<file path="src/design/assert_macros.svh">
// Assertion macros shared by the executor RTL.
// Depends on nothing; included by files that carry concurrent checks.
`ifndef ASSERT_MACROS_SVH
`define ASSERT_MACROS_SVH
// Implication checked on every clock edge outside reset.
`define ASSERT_IMP(label, clk, rst_n, ante, cons) \
	label: assert property (@(posedge clk) disable iff (!rst_n) (ante) |-> (cons)) \
		else $error("assertion failed");
// Next-cycle implication.
`define ASSERT_NEXT(label, clk, rst_n, ante, cons) \
	label: assert property (@(posedge clk) disable iff (!rst_n) (ante) |=> (cons)) \
		else $error("assertion failed");
`endif

</file>
<file path="src/design/mips_fq.sv">
// Front end: accepts instruction words into a two-entry queue.
// Depends on nothing; stands alone.
module mips_fq (
	input  logic        clk,
	input  logic        arst_n,
	input  logic        in_valid,
	output logic        in_ready,
	input  logic [31:0] in_word,
	output logic        q_valid,
	input  logic        q_pop,
	output logic [31:0] q_word
);
	logic [31:0] ent_q [2];
	logic        rd_q, wr_q;
	logic [1:0]  cnt_q;
	logic        push;

	assign in_ready = (cnt_q != 2'd2);
	assign push = in_valid && in_ready;
	assign q_valid = (cnt_q != 2'd0);
	assign q_word = ent_q[rd_q];

	// Queue storage.
	always_ff @(posedge clk) begin
		if (push)
			ent_q[wr_q] <= in_word;
	end

	// Pointers and fill count.
	always_ff @(posedge clk or negedge arst_n) begin
		if (!arst_n) begin
			rd_q <= 1'b0;
			wr_q <= 1'b0;
			cnt_q <= 2'd0;
		end else begin
			if (push)
				wr_q <= ~wr_q;
			if (q_pop)
				rd_q <= ~rd_q;
			cnt_q <= cnt_q + {1'b0, push} - {1'b0, q_pop};
		end
	end
endmodule

</file>
<file path="config.mk">
export PLATFORM = sky130hd
export DESIGN_NAME = mips_fq
export DESIGN_NICKNAME = d
export VERILOG_FILES = /design/src/design/assert_macros.svh /design/src/design/mips_fq.sv
export SDC_FILE = /design/constraint.sdc
export NUM_CORES = 1
export LEC_CHECK = 0
export ABC_AREA = 1
export BUFFER_PORTS_ARGS = -buffer_cell sky130_fd_sc_hd__buf_2
export CAP_MARGIN = 20
export CORE_MARGIN = 2
export CORE_UTILIZATION = 55
export DETAILED_ROUTE_END_ITERATION = 12
export PLACE_DENSITY = 0.86
export SETUP_SLACK_MARGIN = 0.4
export SLEW_MARGIN = 20
export SYNTH_ARGS = -nofsm -noshare
export SYNTH_HDL_FRONTEND = slang
export SYNTH_SLANG_ARGS = --single-unit
</file>
<file path="constraint.sdc">
create_clock -name clk -period 3.75 [get_ports clk]
set_input_delay 0 -clock clk [delete_from_list [all_inputs] [get_ports clk]]
set_output_delay 0 -clock clk [all_outputs]
set_load 0.05 [all_outputs]
</file>
==> summary.md, run 1 <==
| Metric | Value |
|---|---|
| Most used flip-flop cell after synthesis | edfxtp_1 |
| Tcrit/Tclk final | 0.530 |
| Cell leakage power | 0.00147 µW |
| Number of H-tree levels | 3 |
| Clock Tree Root | clkbuf_8 |
| Synthesized cell area | 2670 µm² |
| Library cell with the largest summed area after synthesis | edfxtp_1 |
| Final hold vios | 0 |
| CTS Sinks | 68 |
| Critical R2R Launch | cnt_q[1] |
| Clock tree from TritonCTS | yes |
| Gr usage total | 0.177 |
| PwrDens | 827 nW/µm² |
| Type of origin of the critical path | register |
| Core area | about 4700 µm² |
| Clock-pin slew on the worst setup and hold paths | 70 ps |
| Max Root-Sink Buffers | 2 |
| Largest net degree at the start of global routing | 34 |
| RD Place Congestion | 0.654 |
| Global-route wire length before repair | 6680 µm |
| Fill count | 283 |
| Share of synthesized flip-flops with an asynchronous set or reset | 0.0588 |
| Number of library cell types mapped by synthesis | 14 |
| Per-instance average area after synthesis | 21.0 µm² |
| Die Area | around 5400 µm² |
| Count of cells along the worst register-to-register path | 3 |
| Wire length after detailed routing | 4470 µm |
| Count of antenna-violating nets left after detailed routing | 0 |
| CP Class | reg2out |
| Worst path cell trace | mux2_2, buf_2 |
| Number of CTS-inserted buffers | 9 |
| Shortest clock period the worst path allows after layout | 1990 ps |
| Worst IR drop on VDD | 0.577 mV |
| Via count of the first global-routing pass | 1445 |
| CP required | between 3000 and 4000 ps |
| Destination of the critical timing path | q_word[0] |
| Share of cells above drive strength 1 | 0.467 |
| Synthesized instance count | 127 |
| Crit-path max cell delay | 1010 ps |
| Area taken by flip-flops and latches | 2020 µm² |
| Total number of vias | between 1000 and 1500 |
| Area fraction of the dominant cell type after synthesis | 0.720 |
| Pre-Repair DR Iteration Count | 4 |
| Kind of end point of the critical path | output pin |
| Min-Delay Path Depth | 2 |
| Antenna violations before repair | 0 |
| Final std cells w/o fill | about 300 |
| DRC | 0 |
| Crit Reg-Reg Endpoint | ent_q[0][27] |
| Max_slew headroom | 0.354 |
| Routed wire per std cell | between 15 and 20 µm |
| Iteration-0 DRC count of the detailed router | 107 |
| Buffers on Ports | 69 |
| Rows | 25 |
| Worst path slowest cell | dfrtp_2 |
| I/O pin cnt | 70 |
| Final Net Count | 276 |
| Worst hold slack | 385 ps |
| Fin Setup TNS | 0 ps |
| Setup violators final | 0 |
| Max frequency | 504 MHz |
| Unrepaired setup endpoints after global routing | no |
| Crit path max fanout | 33 |
| Mapped Nets | 164 |
| Status | complete, no violations |
| Seq/Total Area, Yosys | 0.758 |
| Y dimension of the die | 73.7 µm |
| Layout overhead on the synthesized area | 32.6% |
| Ant. Diodes | 0 |
| Critical path data arrival time | 1990 ps |
| Worst setup path startpoint | rd_q |
| Hpwl dp | 2630 µm |
| Source-to-sink clock delay at the later pin of the worst-skew pair | 330 ps |
| Slack of the worst reg-to-reg path | 1890 ps |
| Class of the tightest hold or removal check | in2reg |
| Final worst clock skew | 5.22 ps |
| DR vias/cell | about 5 |
| Max cap viols | 0 |
| Most instantiated library cell after synthesis | edfxtp_1 |
| Count of flip-flops with a built-in enable after synthesis | between 60 and 70 |
| Transition time of the tightest slew-check pin | 968 ps |
| Register bit total from synthesis | 68 |
| Pins Over Slew Limit | 0 |
| Number of placed instances with taps included | around 250 |
| Layout Cell Area excl Fill | 3540 µm² |
| Remaining Overflow, GRT | 0 |
| Synth Warn # | 0 |
| Combined area of the multi-input logic cells | 572 µm² |
| Share of the core filled with cells in the final layout | 0.754 |
| Initial core utilization | 0.569 |
| Leading cell types by total area after synthesis | edfxtp_1 72%, mux2_4 16%, dfrtp_1 3.8%, buf_12 2.3%, nand2_1 1.4% |
| Instance area after placement | 3030 µm² |
| Synth cell count leaders | 64 x edfxtp_1, 29 x mux2_4, 10 x nand2_1 |
| Die extent in x | around 74 µm |
[layout by cell type (no fill, tap or decap)]
cell type	Yosys	routed
dfrtp_1	4	3
inv_1	5	5
mux2_2	3	3
mux2_4	29	29
dfrtp_2	0	1
clkinv_1	0	3
nand3b_1	1	1
ha_1	1	1
xor2_1	1	1
clkbuf_1	0	3
a21oi_1	1	1
nand3_1	1	1
clkinv_2	0	1
clkbuf_8	0	9
nor2_4	0	2
buf_2	0	69
nand2_1	10	10
nor2_1	3	1
dlygate4sd3_1	0	36
edfxtp_1	64	64
[layout make-up]
cell class                      count  share of cell area
Clock buffer                       12              0.0382
Inverter                            5             0.00530
Tap cell                           54              0.0191
Sequential cell                    68               0.572
Timing Repair Buffer              105               0.199
Multi-Input combinational cell     50               0.162
Clock inverter                      4             0.00460
[worst max-delay path: cells and delay by family, from the launching register on]
kind	cells	cell delay, ps
buffers and inverters	1	210
multiplexers	1	420
flip-flops	1	1010
[routing by layer]
layer / global-route usage / wire length (µm) / vias up
li1: - / - / 704
met1: 0.203 / 1810 / 695
met2: 0.300 / 2360 / 56
met3: 0.0727 / 262 / 8
met4: 0.0606 / 46 / 0
met5: 0 / 0 / -
[cell families (layout without fill, tap and decap cells)]
family / after synthesis / in the layout / share of synthesized area
AO/OA/AOI/OAI: 1 / 1 / 0.00187
XOR/XNOR: 1 / 1 / 0.00328
adder cells (fa/ha/maj): 1 / 1 / 0.00469
buffers and inverters: 9 / 126 / 0.0338
flip-flops: 68 / 68 / 0.758
multiplexers: 32 / 32 / 0.176
AND/OR/NAND/NOR: 15 / 15 / 0.0230
[timing repair]
| item | 4_1_cts | 5_1_grt |
|---|---|---|
| resized for setup | 0 | 0 |
| hold endpoints to repair | 71 | 0 |
| hold buffers | 36 | 0 |
| setup buffers | 0 | 0 |
[how the worst min path moves through the flow]
stage / slack, ps / to / startpoint
after floorplan: -300 / cnt_q[0] / arst_n
after global placement: -190 / cnt_q[0] / arst_n
after detailed placement: -180 / cnt_q[0] / arst_n
after CTS: 370 / ent_q[0][23] / in_word[23]
after global routing: 380 / ent_q[1][7] / in_word[7]
final: 380 / ent_q[0][23] / in_word[23]
[state kept, by name, summed over array words and instances, names as in the netlist]
signal  count
rd_q        1
wr_q        1
ent_q      64
cnt_q       2
[power breakdown]
part           switching (µW)  internal [µW]  total (µW)
combinational             838            431        1270
sequential                137           1040        1180
clock                     248            233         481
total                    1220           1700        2930
[stage by stage]
| stage | setup slack (ps) | total power [µW] |
|---|---|---|
| after floorplan | 946 | 2270 |
| after global placement | 1970 | 2420 |
| after detailed placement | 1890 | 2440 |
| after CTS | 1730 | 2940 |
| after global routing | 1660 | 3050 |
| final | 1760 | 2930 |
Power figures use the tool's default switching activity.
==> run 2, diff against run 1 <==
- CORE_UTILIZATION: 55 -> 52
- PLACE_DENSITY: 0.86 -> 0.82
- clock period: 3.75 -> 1.9 ns (I/O delays scaled with it)
==> run 2 against run 1 <==
Net effect:
- global-route usage up 0.41 points
- clock power grew 96%
- hold slack gained 18 ps
- clock skew is essentially flat
- critical path depth is 1 higher
- total power grew 110%
- register-to-register slack got worse by 1400 ps
==> summary.md, run 2 (same netlist as run 1, synthesis figures left out) <==
| Metric | Value |
|---|---|
| Crit Reg-Reg Endpoint | cnt_q[1] |
| Final worst clock skew | 5.36 ps |
| Max cap viols | 0 |
| Cell type group with the largest total delay on the critical path | buffers and inverters |
| PwrDens | 1650 nW/µm² |
| Min-Delay Path Depth | 2 |
| DRC | 0 |
| Cell leakage power | 0.00156 µW |
| Worst hold slack | 403 ps |
| Remaining Overflow, GRT | 0 |
| Fill count | 303 |
| Final Net Count | between 200 and 300 |
| Terminating pin of the worst hold path | ent_q[0][10] |
| Leading cell type in the layout, fill and taps excluded | edfxtp_1 |
| Clock-pin slew on the worst setup and hold paths | about 70 ps |
| Unrepaired setup endpoints after global routing | yes |
| Leading cell types in the layout, fill and taps excluded | 64 x edfxtp_1, 50 x buf_2, 36 x dlygate4sd3_1 |
| Tcrit/Tclk final | 0.809 |
| Shortest clock period the worst path allows after layout | about 1500 ps |
| Routed wire per std cell | 15.4 µm |
| Max_slew headroom | 0.819 |
| Transition time of the tightest slew-check pin | 272 ps |
| Final hold vios | 0 |
| Largest registers | ent_q (64), cnt_q (2) |
| Count of cells along the worst register-to-register path | 11 |
| Wire length on met2 | 2700 µm |
| Setup violators final | 0 |
| RD Place Congestion | roughly 0.77 |
| Count of antenna-violating nets left after detailed routing | 0 |
| Core area | 5040 µm² |
| Source of the worst hold timing path | in_word[10] |
| Crit path max fanout | 13 |
| Crit-path max cell delay | 450 ps |
| Antenna violations before repair | 0 |
| Wire length on met1 | 1950 µm |
| Class of the tightest hold or removal check | in2reg |
| Clock tree from TritonCTS | yes |
| CP bufs+invs | 2 |
| Met3 Routed Length | 265 µm |
| Global-route wire length before repair | around 7200 µm |
| Slack of the worst reg-to-reg path | 490 ps |
| Gr usage total | 0.181 |
| Number of CTS-inserted buffers | 9 |
| Pins Over Slew Limit | 0 |
| Largest register by flop count | ent_q |
| Layout overhead on the synthesized area | 41.1% |
| Y dimension of the die | 75.6 µm |
| DR vias/cell | about 4.7 |
| Iteration-0 DRC count of the detailed router | 68 |
| Die extent in x | 75.6 µm |
| Type of origin of the critical path | register |
| Clock Tree Root | clkbuf_8 |
| Kind of end point of the critical path | output pin |
| Die Area | 5720 µm² |
| Total number of vias | 1510 |
| Max Root-Sink Buffers | 2 |
| Status | complete, no violations |
| Hpwl dp | 2900 µm |
| Buffers on Ports | 69 |
| Pre-Repair DR Iteration Count | 4 |
| CTS Sinks | 68 |
| Critical path data arrival time | 1540 ps |
| Critical R2R Launch | cnt_q[1] |
| Largest net degree at the start of global routing | 21 |
| Top layer in use | met4 |
| Via count of the first global-routing pass | 1553 |
| Max frequency | 651 MHz |
| Largest register FFs | 64 |
| Fin Setup TNS | 0 ps |
| Initial core utilization | 0.529 |
| Number of H-tree levels | 3 |
| I/O pin cnt | 70 |
| CP Class | reg2out |
| Rows | 26 |
| Worst path cell trace | bufbuf_16, mux2_4, buf_6 |
| Ant. Diodes | 0 |
| Worst IR drop on VDD | 1.22 mV |
| Wire length after detailed routing | 4970 µm |
| PnR Total Power | 6220 µW |
| CP required | around 1900 ps |
| Source-to-sink clock delay at the later pin of the worst-skew pair | about 320 ps |
| Share of cells above drive strength 1 | 0.492 |
| Worst path slowest cell | dfrtp_2 |
run 2: cell count changes in the layout (fill, tap and decap cells not counted), moves of 2 or more:
cell      change
buf_2        -19
buf_6        +13
buf_4        +12
clkbuf_1      +4
clkinv_1      -3
nand2_1       -2
nand2_4       +2
run 2: worst max-delay path by stage:
stage | depth (start not counted) | end | startpoint
global route | 3 | q_word[24] | rd_q
detailed placement | 11 | cnt_q[1] | cnt_q[0]
finish | 3 | q_word[24] | rd_q
floorplan | 3 | ent_q[1][0] | cnt_q[1]
CTS | 3 | q_word[24] | rd_q
global placement | 11 | cnt_q[1] | cnt_q[0]
run 2: layer usage:
layer,GRT usage,up-vias
met4,0.0760,0
met1,0.202,724
met2,0.328,56
met5,0,-
met3,0.0476,8
li1,-,722
run 2: area by class of cell:
type	instances	area, µm²	share of cell area
Sequential cell	68	2020	0.537
Tap cell	70	87.6	0.0233
Inverter	5	18.8	0.00498
Multi-Input combinational cell	50	587	0.156
Clock buffer	16	150	0.0399
Timing Repair Buffer	113	900	0.239
run 2: what timing repair did:
| item | 4_1_cts | 5_1_grt |
|---|---|---|
| hold buffers | 36 | 0 |
| buffers inserted | 2 | 0 |
| resized for setup | 26 | 13 |
| hold endpoints to repair | 71 | 0 |
| cloned | 1 | 0 |
| pin swaps | 0 | 0 |
| setup endpoints to repair | 27 | 23 |
run 2: per-stage QoR:
step / cells / instance area (µm²) / setup slack [ps] / util
final: 322 / 3770 / 363 / 0.747
after global routing: 322 / 3770 / 313 / 0.747
after CTS: 322 / 3750 / 343 / 0.744
after detailed placement: 267 / 3110 / 510 / 0.617
after global placement: 267 / 3110 / 576 / 0.617
after floorplan: 127 / 2700 / 297 / -
run 2: power by group:
part | leakage (µW) | internal [µW] | switching (µW) | total, µW
Clock | 0.0000730 | 479 | 463 | 942
Combinational | 0.000847 | 1200 | 1900 | 3100
Sequential | 0.000640 | 2050 | 124 | 2170
Total | 0.00156 | 3730 | 2480 | 6220
